[src/sv/bcs_pkg.sv]
// Shared types and constants of the bad-character skip search core.
package bcs_pkg;

  // Fixed field widths
  localparam int CFG_W  = 7;
  localparam int BYTE_W = 8;
  localparam int CNT_W  = 32;

  // Input opcodes
  localparam logic OP_LOAD = 1'b0;
  localparam logic OP_TEXT = 1'b1;

  // Result kinds
  localparam logic KIND_MATCH   = 1'b0;
  localparam logic KIND_SUMMARY = 1'b1;

  // Source of the window advance
  typedef enum logic [1:0] {
    SH_ONE   = 2'd0,  // after a match
    SH_M     = 2'd1,  // full window length
    SH_NEAR  = 2'd2,  // m minus skip table entry
    SH_FOUND = 2'd3   // found by scanning the pattern store
  } shift_sel_t;

  // Commands from controller to datapath
  typedef struct packed {
    logic       acc_load;
    logic       acc_text;
    logic       cmp_start;
    logic       srch_start;
    logic       scan_en;
    logic       scan_srch;
    logic       adv;
    shift_sel_t adv_sel;
    logic       count_inc;
    logic       emit_match;
    logic       emit_sum;
    logic       cfg_wr;
  } bcs_cmd_t;

  // Status from datapath to controller
  typedef struct packed {
    logic at_end;
    logic eot;
    logic scan_v;
    logic scan_eq;
    logic scan_last;
    logic skip_zero;
    logic skip_near;
    logic m_one;
    logic out_free;
  } bcs_sts_t;

endpackage

[src/sv/bcs_ctrl.sv]
// Sequencing state machine of the bad-character skip search core.
module bcs_ctrl
  import bcs_pkg::*;
(
  input  logic     clk,
  input  logic     rst_n,
  input  logic     in_valid,
  input  logic     in_opcode,
  input  logic     in_end_of_text,
  input  logic     cfg_valid,
  input  bcs_sts_t sts_i,
  output logic     in_stall,
  output logic     cfg_ready,
  output bcs_cmd_t cmd_o
);

  typedef enum logic [5:0] {
    ST_IDLE   = 6'b000001,
    ST_CMP    = 6'b000010,
    ST_SKIP   = 6'b000100,
    ST_SRCH   = 6'b001000,
    ST_EMIT_M = 6'b010000,
    ST_EMIT_S = 6'b100000
  } state_t;

  state_t state_r, state_nxt, post_st;

  // Where to go once the window has moved
  assign post_st = sts_i.eot ? ST_EMIT_S : ST_IDLE;

  // Hold input while busy or while a register write is pending
  assign in_stall  = (state_r != ST_IDLE) || cfg_valid;
  assign cfg_ready = (state_r == ST_IDLE);

  always_comb begin
    cmd_o     = '0;
    cmd_o.adv_sel = SH_ONE;
    state_nxt = state_r;
    case (state_r)
      ST_IDLE: begin
        if (cfg_valid) begin
          cmd_o.cfg_wr = 1'b1;
        end else if (in_valid) begin
          if (in_opcode == OP_LOAD) begin
            cmd_o.acc_load = 1'b1;
          end else begin
            cmd_o.acc_text = 1'b1;
            if (sts_i.at_end) begin
              cmd_o.cmp_start = 1'b1;
              state_nxt = ST_CMP;
            end else if (in_end_of_text) begin
              state_nxt = ST_EMIT_S;
            end
          end
        end
      end
      ST_CMP: begin
        // Right-to-left compare of window against pattern
        cmd_o.scan_en = 1'b1;
        if (sts_i.scan_v && !sts_i.scan_eq) begin
          state_nxt = ST_SKIP;
        end else if (sts_i.scan_v && sts_i.scan_last) begin
          cmd_o.adv       = 1'b1;
          cmd_o.adv_sel   = SH_ONE;
          cmd_o.count_inc = 1'b1;
          state_nxt = ST_EMIT_M;
        end
      end
      ST_SKIP: begin
        // Pick the shift from the skip entry of the window end byte
        if (sts_i.skip_zero || sts_i.m_one) begin
          cmd_o.adv     = 1'b1;
          cmd_o.adv_sel = SH_M;
          state_nxt = post_st;
        end else if (sts_i.skip_near) begin
          cmd_o.adv     = 1'b1;
          cmd_o.adv_sel = SH_NEAR;
          state_nxt = post_st;
        end else begin
          cmd_o.srch_start = 1'b1;
          state_nxt = ST_SRCH;
        end
      end
      ST_SRCH: begin
        // Scan pattern bytes m-2 down to 0 for the window end byte
        cmd_o.scan_en   = 1'b1;
        cmd_o.scan_srch = 1'b1;
        if (sts_i.scan_v && sts_i.scan_eq) begin
          cmd_o.adv     = 1'b1;
          cmd_o.adv_sel = SH_FOUND;
          state_nxt = post_st;
        end else if (sts_i.scan_v && sts_i.scan_last) begin
          cmd_o.adv     = 1'b1;
          cmd_o.adv_sel = SH_M;
          state_nxt = post_st;
        end
      end
      ST_EMIT_M: begin
        if (sts_i.out_free) begin
          cmd_o.emit_match = 1'b1;
          state_nxt = post_st;
        end
      end
      ST_EMIT_S: begin
        if (sts_i.out_free) begin
          cmd_o.emit_sum = 1'b1;
          state_nxt = ST_IDLE;
        end
      end
      default: begin
        state_nxt = ST_IDLE;
      end
    endcase
  end

  always_ff @(posedge clk) begin
    if (!rst_n) begin
      state_r <= ST_IDLE;
    end else begin
      state_r <= state_nxt;
    end
  end

  // Never load the output register over an unread beat
  a_emit_free: assert property (@(posedge clk) disable iff (!rst_n)
    (cmd_o.emit_match || cmd_o.emit_sum) |-> sts_i.out_free)
    else $error("result emitted while output register busy");

  // A search only runs after a skip decision
  a_scan_start: assert property (@(posedge clk) disable iff (!rst_n)
    (state_r == ST_SRCH) |-> ($past(state_r) == ST_SKIP || $past(state_r) == ST_SRCH))
    else $error("search entered without skip decision");

  // Text that ends no window and no stream returns straight to idle
  a_plain_text: assert property (@(posedge clk) disable iff (!rst_n)
    (cmd_o.acc_text && !sts_i.at_end && !in_end_of_text) |=> (state_r == ST_IDLE))
    else $error("plain text byte left controller busy");

endmodule

[src/sv/bcs_dpath.sv]
// Datapath of the bad-character skip search core: stores, scan unit, counters, output register.
module bcs_dpath
  import bcs_pkg::*;
#(
  parameter int PATTERN_MAX   = 64,
  parameter int ALPHABET_SIZE = 256
) (
  input  logic              clk,
  input  logic              rst_n,
  input  bcs_cmd_t          cmd_i,
  input  logic [BYTE_W-1:0] in_data_byte,
  input  logic              in_end_of_text,
  input  logic [CFG_W-1:0]  cfg_pattern_length,
  input  logic              out_stall,
  output bcs_sts_t          sts_o,
  output logic              out_valid,
  output logic              out_result_kind,
  output logic [CNT_W-1:0]  out_match_offset,
  output logic [CNT_W-1:0]  out_matches_total,
  output logic              out_none_found,
  output logic              out_final_result
);

  localparam int LW = $clog2(PATTERN_MAX + 1);
  localparam int PW = (PATTERN_MAX > 1) ? $clog2(PATTERN_MAX) : 1;
  localparam int AW = (ALPHABET_SIZE > 1) ? $clog2(ALPHABET_SIZE) : 1;

  // Stores
  logic [BYTE_W-1:0] pat_mem  [PATTERN_MAX];
  logic [BYTE_W-1:0] ring_mem [PATTERN_MAX];
  logic [LW-1:0]     skip_mem [ALPHABET_SIZE];
  logic [ALPHABET_SIZE-1:0] skip_vld_r, skip_vld_nxt;

  // Stream state
  logic [LW-1:0]    m_r, m_cfg;
  logic [LW-1:0]    li_r;
  logic [PW-1:0]    head_r;
  logic [CNT_W-1:0] pos_r, nwe_r, cnt_r;

  // Held text beat
  logic [BYTE_W-1:0] byte_r;
  logic              eot_r;
  logic [LW-1:0]     skip_q_r;
  logic              skip_hit_r;

  // Scan unit
  logic [PW-1:0]     j_r, rp_r, cmp_idx_r;
  logic              iss_done_r, cmp_v_r, cmp_last_r;
  logic [BYTE_W-1:0] pat_q_r, ring_q_r;
  logic              issue;

  logic              in_alpha, load_ok;
  logic [AW-1:0]     a_idx;
  logic [LW-1:0]     shift;
  logic              out_free;

  assign in_alpha = ({1'b0, in_data_byte} < 9'(ALPHABET_SIZE));
  assign a_idx    = in_data_byte[AW-1:0];
  assign load_ok  = cmd_i.acc_load && (li_r != LW'(PATTERN_MAX));
  assign issue    = cmd_i.scan_en && !iss_done_r;
  assign out_free = !out_valid || !out_stall;

  // Clamp the written window length into 1..PATTERN_MAX
  always_comb begin
    if (cfg_pattern_length == '0) begin
      m_cfg = LW'(1);
    end else if (32'(cfg_pattern_length) > 32'(PATTERN_MAX)) begin
      m_cfg = LW'(PATTERN_MAX);
    end else begin
      m_cfg = LW'(cfg_pattern_length);
    end
  end

  // Window advance
  always_comb begin
    case (cmd_i.adv_sel)
      SH_ONE:   shift = LW'(1);
      SH_M:     shift = m_r;
      SH_NEAR:  shift = m_r - skip_q_r;
      SH_FOUND: shift = m_r - LW'(1) - LW'(cmp_idx_r);
      default:  shift = m_r;
    endcase
  end

  // Skip table valid bits: drop all on the first byte of a new pattern
  always_comb begin
    skip_vld_nxt = skip_vld_r;
    if (load_ok) begin
      if (li_r == '0) begin
        skip_vld_nxt = '0;
      end
      if (in_alpha) begin
        skip_vld_nxt[a_idx] = 1'b1;
      end
    end
  end

  // Store writes and registered reads
  always_ff @(posedge clk) begin
    if (load_ok) begin
      pat_mem[li_r[PW-1:0]] <= in_data_byte;
    end
    if (load_ok && in_alpha) begin
      skip_mem[a_idx] <= li_r + LW'(1);
    end
    if (cmd_i.acc_text) begin
      ring_mem[head_r] <= in_data_byte;
      skip_q_r   <= skip_mem[a_idx];
      skip_hit_r <= in_alpha && skip_vld_r[a_idx];
      byte_r     <= in_data_byte;
      eot_r      <= in_end_of_text;
    end
    if (issue) begin
      pat_q_r    <= pat_mem[j_r];
      ring_q_r   <= ring_mem[rp_r];
      cmp_idx_r  <= j_r;
      cmp_last_r <= (j_r == '0);
    end
  end

  // Control registers
  always_ff @(posedge clk) begin
    if (!rst_n) begin
      skip_vld_r <= '0;
      m_r        <= LW'(1);
      li_r       <= '0;
      head_r     <= '0;
      pos_r      <= '0;
      nwe_r      <= '0;
      cnt_r      <= '0;
      j_r        <= '0;
      rp_r       <= '0;
      iss_done_r <= 1'b1;
      cmp_v_r    <= 1'b0;
    end else begin
      skip_vld_r <= skip_vld_nxt;
      cmp_v_r    <= issue;

      // Pattern load index
      if (cmd_i.acc_text) begin
        li_r <= '0;
      end else if (load_ok) begin
        li_r <= li_r + LW'(1);
      end

      // Stream position, ring head, window end, count
      if (cmd_i.cfg_wr) begin
        m_r    <= m_cfg;
        pos_r  <= '0;
        nwe_r  <= CNT_W'(m_cfg) - CNT_W'(1);
        cnt_r  <= '0;
        head_r <= '0;
      end else if (cmd_i.emit_sum) begin
        pos_r  <= '0;
        nwe_r  <= CNT_W'(m_r) - CNT_W'(1);
        cnt_r  <= '0;
        head_r <= '0;
      end else begin
        if (cmd_i.acc_text) begin
          pos_r  <= pos_r + CNT_W'(1);
          head_r <= (head_r == PW'(PATTERN_MAX - 1)) ? '0 : head_r + PW'(1);
        end
        if (cmd_i.adv) begin
          nwe_r <= nwe_r + CNT_W'(shift);
        end
        if (cmd_i.count_inc && (cnt_r != '1)) begin
          cnt_r <= cnt_r + CNT_W'(1);
        end
      end

      // Scan address sequencing
      if (cmd_i.cmp_start) begin
        j_r        <= PW'(m_r - LW'(1));
        rp_r       <= head_r;
        iss_done_r <= 1'b0;
      end else if (cmd_i.srch_start) begin
        j_r        <= PW'(m_r - LW'(2));
        iss_done_r <= 1'b0;
      end else if (issue) begin
        j_r  <= j_r - PW'(1);
        rp_r <= (rp_r == '0) ? PW'(PATTERN_MAX - 1) : rp_r - PW'(1);
        if (j_r == '0) begin
          iss_done_r <= 1'b1;
        end
      end
    end
  end

  // Output register
  always_ff @(posedge clk) begin
    if (!rst_n) begin
      out_valid <= 1'b0;
    end else if (cmd_i.emit_match || cmd_i.emit_sum) begin
      out_valid <= 1'b1;
    end else if (!out_stall) begin
      out_valid <= 1'b0;
    end
  end

  always_ff @(posedge clk) begin
    if (cmd_i.emit_match) begin
      out_result_kind   <= KIND_MATCH;
      out_match_offset  <= pos_r - CNT_W'(m_r);
      out_matches_total <= cnt_r;
      out_none_found    <= 1'b0;
      out_final_result  <= !eot_r;
    end else if (cmd_i.emit_sum) begin
      out_result_kind   <= KIND_SUMMARY;
      out_match_offset  <= '0;
      out_matches_total <= cnt_r;
      out_none_found    <= (cnt_r == '0);
      out_final_result  <= 1'b1;
    end
  end

  // Status
  always_comb begin
    sts_o           = '0;
    sts_o.at_end    = (pos_r == nwe_r);
    sts_o.eot       = eot_r;
    sts_o.scan_v    = cmp_v_r;
    sts_o.scan_eq   = cmd_i.scan_srch ? (pat_q_r == byte_r) : (pat_q_r == ring_q_r);
    sts_o.scan_last = cmp_last_r;
    sts_o.skip_zero = !skip_hit_r;
    sts_o.skip_near = (skip_q_r < m_r);
    sts_o.m_one     = (m_r == LW'(1));
    sts_o.out_free  = out_free;
  end

  // A match beat always carries a non-zero count
  a_match_count: assert property (@(posedge clk) disable iff (!rst_n)
    (out_valid && out_result_kind == KIND_MATCH) |-> (out_matches_total != '0))
    else $error("match beat with zero count");

  // A summary beat is final and flags an empty stream consistently
  a_summary: assert property (@(posedge clk) disable iff (!rst_n)
    (out_valid && out_result_kind == KIND_SUMMARY) |->
      (out_final_result && out_match_offset == '0 &&
       out_none_found == (out_matches_total == '0)))
    else $error("malformed summary beat");

  // Window length and load index stay within the store
  a_len_range: assert property (@(posedge clk) disable iff (!rst_n)
    (m_r != '0) && (32'(m_r) <= 32'(PATTERN_MAX)) && (32'(li_r) <= 32'(PATTERN_MAX)))
    else $error("window length or load index out of range");

endmodule

[src/sv/bad_character_skip_search_core.sv]
// Top level of the bad-character skip (Horspool) byte pattern search core.
//
// Pattern bytes are loaded one per input beat (opcode 0); the first load after
// any text byte starts a new pattern and clears the skip table through its
// valid bits. Text bytes (opcode 1) enter a window ring. A text byte that ends
// a window starts a right-to-left compare that reads the pattern store and the
// window ring once per cycle and stops at the first mismatch. A mismatch then
// looks at the skip entry, and where the byte's last load lies at or past the
// window end, scans the pattern store. Each result beat is emitted from its own
// state. The single read port of the pattern store sets the work per byte.
// Results sit in an output register, so new input is taken while a beat waits
// downstream. Write pattern_length only while the core is idle; the write
// restarts the stream.
module bad_character_skip_search_core
  import bcs_pkg::*;
#(
  parameter int PATTERN_MAX   = 64,
  parameter int ALPHABET_SIZE = 256
) (
  input  logic              clk,
  input  logic              rst_n,
  // input channel
  input  logic              in_valid,
  output logic              in_stall,
  input  logic              in_opcode,
  input  logic [BYTE_W-1:0] in_data_byte,
  input  logic              in_end_of_text,
  // result channel
  output logic              out_valid,
  input  logic              out_stall,
  output logic              out_result_kind,
  output logic [CNT_W-1:0]  out_match_offset,
  output logic [CNT_W-1:0]  out_matches_total,
  output logic              out_none_found,
  output logic              out_final_result,
  // register write
  input  logic              cfg_valid,
  output logic              cfg_ready,
  input  logic [CFG_W-1:0]  cfg_pattern_length
);

  bcs_cmd_t cmd;
  bcs_sts_t sts;

  bcs_ctrl u_ctrl (
    .clk            (clk),
    .rst_n          (rst_n),
    .in_valid       (in_valid),
    .in_opcode      (in_opcode),
    .in_end_of_text (in_end_of_text),
    .cfg_valid      (cfg_valid),
    .sts_i          (sts),
    .in_stall       (in_stall),
    .cfg_ready      (cfg_ready),
    .cmd_o          (cmd)
  );

  bcs_dpath #(
    .PATTERN_MAX   (PATTERN_MAX),
    .ALPHABET_SIZE (ALPHABET_SIZE)
  ) u_dpath (
    .clk                (clk),
    .rst_n              (rst_n),
    .cmd_i              (cmd),
    .in_data_byte       (in_data_byte),
    .in_end_of_text     (in_end_of_text),
    .cfg_pattern_length (cfg_pattern_length),
    .out_stall          (out_stall),
    .sts_o              (sts),
    .out_valid          (out_valid),
    .out_result_kind    (out_result_kind),
    .out_match_offset   (out_match_offset),
    .out_matches_total  (out_matches_total),
    .out_none_found     (out_none_found),
    .out_final_result   (out_final_result)
  );

endmodule
[config.mk]
export PLATFORM = sky130hd
export DESIGN_NAME = bad_character_skip_search_core
export DESIGN_NICKNAME = d
export VERILOG_FILES = /design/src/sv/bcs_pkg.sv /design/src/sv/bcs_ctrl.sv /design/src/sv/bcs_dpath.sv /design/src/sv/bad_character_skip_search_core.sv
export SDC_FILE = /design/constraint.sdc
export NUM_CORES = 2
export LEC_CHECK = 0
export ABC_AREA = 1
export ABC_CLOCK_PERIOD_IN_PS = 35500
export BUFFER_PORTS_ARGS = -buffer_cell sky130_fd_sc_hd__buf_2
export CORE_ASPECT_RATIO = 0.5
export CORE_MARGIN = 2
export CORE_UTILIZATION = 50
export CTS_BUF_LIST = sky130_fd_sc_hd__clkbuf_8 sky130_fd_sc_hd__clkbuf_16
export CTS_CLUSTER_SIZE = 25
export DETAILED_ROUTE_END_ITERATION = 10
export PLACE_DENSITY = 0.65
export SYNTH_ARGS = -nofsm -noshare
export SYNTH_HDL_FRONTEND = slang
export SYNTH_HIERARCHICAL = 1
export SYNTH_SLANG_ARGS = --single-unit
[constraint.sdc]
create_clock -name clk -period 35.5 [get_ports clk]
set_input_delay 0 -clock clk [delete_from_list [all_inputs] [get_ports clk]]
set_output_delay 0 -clock clk [all_outputs]
set_load 0.02 [all_outputs]
==> results.txt <==
Status: finished, final reports clean
Unrepaired setup endpoints after global routing: no
Highest Clock Rate: 180 MHz
Worst-path clk slew: 70 ps
Clk sinks: 3316
WL/cell: 23.8 um
Slowest cell on the critical path: o31ai_1
CP required: 36290 ps
Most frequent cells in the layout: 4092 x nand2_1, 2921 x edfxtp_1, 1501 x nor2_1
Sequential fraction of the synthesis area: 69.8%
CTS H-Tree Depth: 5
Setup violations, final: 0
Sw frac: 24.3%
Total Routing Usage GR: 27.5%
Top_reg_cell synth: edfxtp_1
Slew @ Worst Pin: 1330 ps
Async SR Flop Fraction: 0%
Worst Path Arrival: 6340 ps
Internal Power: 0.00626 W
TritonCTS clock tree: done
Top Ports: 92
Core area: 0.272 sq mm
TritonCTS Buffers: 300
WL final: 393 mm
Synth unique cells: 49
Share of cells above drive strength 1: 6.00%
Area grow syn2layout: 9.72%
Post-CTS setup buffers: 0
Die area: 0.278 sq mm
GR Overflow Total: 0
Slowest stage delay, CP: 650 ps
Residual DRC: 0
Combinational share of power: 8.3%
Clk network pwr share: 38.9%
Commonest non-fill, non-tap cell in the layout: nand2_1
Peak supply drop: 42.2 uV
GP Congestion: 0.903
Pin count of the biggest net entering global routing: 187
Vias per inst: 5.81
Max-Cap Viols: 0
Nets: 12700
CP max FO: 8
Net Switching: 0.00201 W
Maximum root-to-sink buffer count: 4
Most Frequent Cell on Critical Path: nand2_1
Final period util: 15.7%
Cells after Synth: 12800
Slew Limit Headroom: 10.1%
Vias in the first global route: 89600
Multi-input gate area: 0.0365 sq mm
First-pass DRT Iterations: 8
Fill cells: 23000
Post-route ant nets: 0
Yosys warning count: 6
Fin crit period: 5560 ps
PortBufs: 91
Crit end category: flip-flop
P_leak: 53.9 nW
First-pass GRT wire length: 579 mm
HPWL Detailed: 224 mm
Count of final hold-check violations: 0
DR iter-0 viols: 12800
Die width: 744 um
Synth Register Bits: 3316
Via count: 96000
Chip Height: 374 um
Storage element area: 0.0956 sq mm
Avg Synthesized Cell Area: 10.7 sq um
FP Rows: 135
Post-synth EDFFs: 2921
Final Power: 0.00827 W
Crit start category: flip-flop
Critical path type: flip-flop to flip-flop
Hold Path Class: input pin to flip-flop
Share of power burned in registers: 52.8%
Initial antenna violation count: 11
Total Neg Setup Slack: 0 ps
Post-synthesis cell area: 0.137 sq mm
Initial Util: 50.4%
Mapped Nets: 12800
Number of gates resized after CTS: 0
Post-Route Skew: 61.5 ps
Slew Limit Fails: 0
Clk_lat worst skew: 890 ps
Pwr Density: 55.0 mW/mm^2
Root buf cell: clkbuf_16
-- per-stage QoR --
stage | worst slack, ps | instances | area, sq um | util [%] | hold slack (ps)
2_1_floorplan | 23580 | 12800 | 137000 | - | 98.9
3_3_place_gp | 29960 | 15900 | 140000 | 51.7 | 320
3_5_place_dp | 29990 | 15900 | 140000 | 51.7 | 315
4_1_cts | 30080 | 16500 | 150000 | 55.3 | 8.15
5_1_grt | 29420 | 16500 | 150000 | 55.3 | 41.8
6_report | 29940 | 16500 | 150000 | 55.3 | 55.2
-- cell usage after synthesis (2+ instances only) --
cell type	count	area [sq um]
clkinv_1	4	15.0
nor3_1	59	295
buf_4	15	113
a22oi_1	33	248
nand3_1	343	1720
edfxtp_1	2921	87700
o21a_1	78	586
a211oi_1	7	52.6
fa_1	4	80.1
or2_2	9	56.3
ha_1	42	526
nor2_2	13	81.3
nand4_1	211	1320
o211ai_1	39	293
nand2_4	2	22.5
o22ai_1	201	1260
a21oi_1	472	2360
nor2_4	4	45.0
a221oi_1	6	52.6
xor2_1	60	526
buf_1	53	199
inv_1	468	1760
nor2_1	1506	5650
o221ai_1	48	420
nor4_2	2	25.0
inv_2	36	135
buf_6	14	158
nand3b_1	5	37.5
a21o_1	4	30.0
xnor2_1	15	131
nand3_2	3	30.0
o21ai_1	39	195
dfxtp_1	395	7910
a31oi_1	15	93.8
o21ai_0	891	4460
clkbuf_1	318	1190
nor4_1	20	125
nor3b_1	2	15.0
o31ai_1	2	15.0
nand2_2	5	31.3
buf_2	285	1430
o21bai_1	9	67.6
nand2_1	4092	15400
inv_4	2	12.5
mux2i_1	8	80.1
-- power groups by stage --
stage	logic (W)	clock network [W]	registers, W
final	0.000688	0.00322	0.00437
after detailed placement	0.000665	0	0.00445
after global placement	0.000658	0	0.00445
after floorplan	0.000385	0	0.00447
after global routing	0.000741	0.00340	0.00437
after CTS	0.000676	0.00325	0.00437
-- logic make-up (layout without fill, tap and decap cells) --
kind of cell | count (synthesis) | in the layout | share of synthesized area (%)
other | 0 | 2 | 0
multiplexers | 8 | 8 | 0.0585
AO/OA/AOI/OAI | 1847 | 1847 | 7.42
flip-flops | 3316 | 3316 | 69.8
adder cells (fa/ha/maj) | 46 | 46 | 0.442
XOR/XNOR | 75 | 75 | 0.480
AND/OR/NAND/NOR | 6277 | 6277 | 18.1
buffers and inverters | 1195 | 1311 | 3.66
-- final timing paths --
path | startpoint | end | slack, ps | depth (start not counted)
setup / recovery | u_dpath/m_r[0]$_SDFFE_PN1P_ | u_dpath/nwe_r[26]$_SDFFE_PN0P_ | 29940 | 28
hold / removal | in_data_byte[1] | u_dpath/pat_mem[21][1]$_DFFE_PP_ | 60 | 2
setup reg to reg | u_dpath/m_r[0]$_SDFFE_PN1P_ | u_dpath/nwe_r[26]$_SDFFE_PN0P_ | 29940 | 28
hold reg to reg | u_dpath/skip_vld_r[208]$_SDFFE_PN0P_ | u_dpath/skip_vld_r[208]$_SDFFE_PN0P_ | 470 | 2
-- layout make-up --
| cell class | count | area share [%] |
|---|---|---|
| tap | 3630 | 3.02 |
| antenna | 2 | 0.00333 |
| clock inverter | 190 | 0.916 |
| sequential | 3316 | 63.6 |
| clock buffer | 343 | 5.46 |
| timing repair buffer | 268 | 1.36 |
| multi-input combinational | 8253 | 24.3 |
| inverter | 510 | 1.33 |
-- what timing repair did --
item,CTS,global route
hold buffers,37,0
hold endpoints to repair,406,0
endpoints found under the setup margin,0,0
-- flip-flops by register name (all words and copies together) (netlist names), 32 cells and up --
register / cells
u_dpath/out_match_offset: 32
u_dpath/cnt_r: 32
u_dpath/pos_r: 32
u_dpath/skip_mem: 1792
u_dpath/ring_mem: 512
u_dpath/out_matches_total: 32
u_dpath/skip_vld_r: 256
u_dpath/pat_mem: 512
u_dpath/nwe_r: 32
-- layer usage --
layer | GRT usage, % | up-vias | wire length, um
met2 | 42.8 | 4788 | 178000
li1 | - | 43500 | -
met4 | 9.48 | 6 | 14700
met3 | 4.82 | 762 | 40000
met5 | 0 | - | 42
met1 | 39.3 | 46900 | 160000
-- worst max-delay path: cells and delay by family, from the launching register on --
family          cells  cell delay, ps
compound gates      8            2310
simple gates       11            1170
fa+ha+maj           3             870
buf+inv             6             600
flops               1             540
No activity file was read; power rests on OpenSTA's default activity.
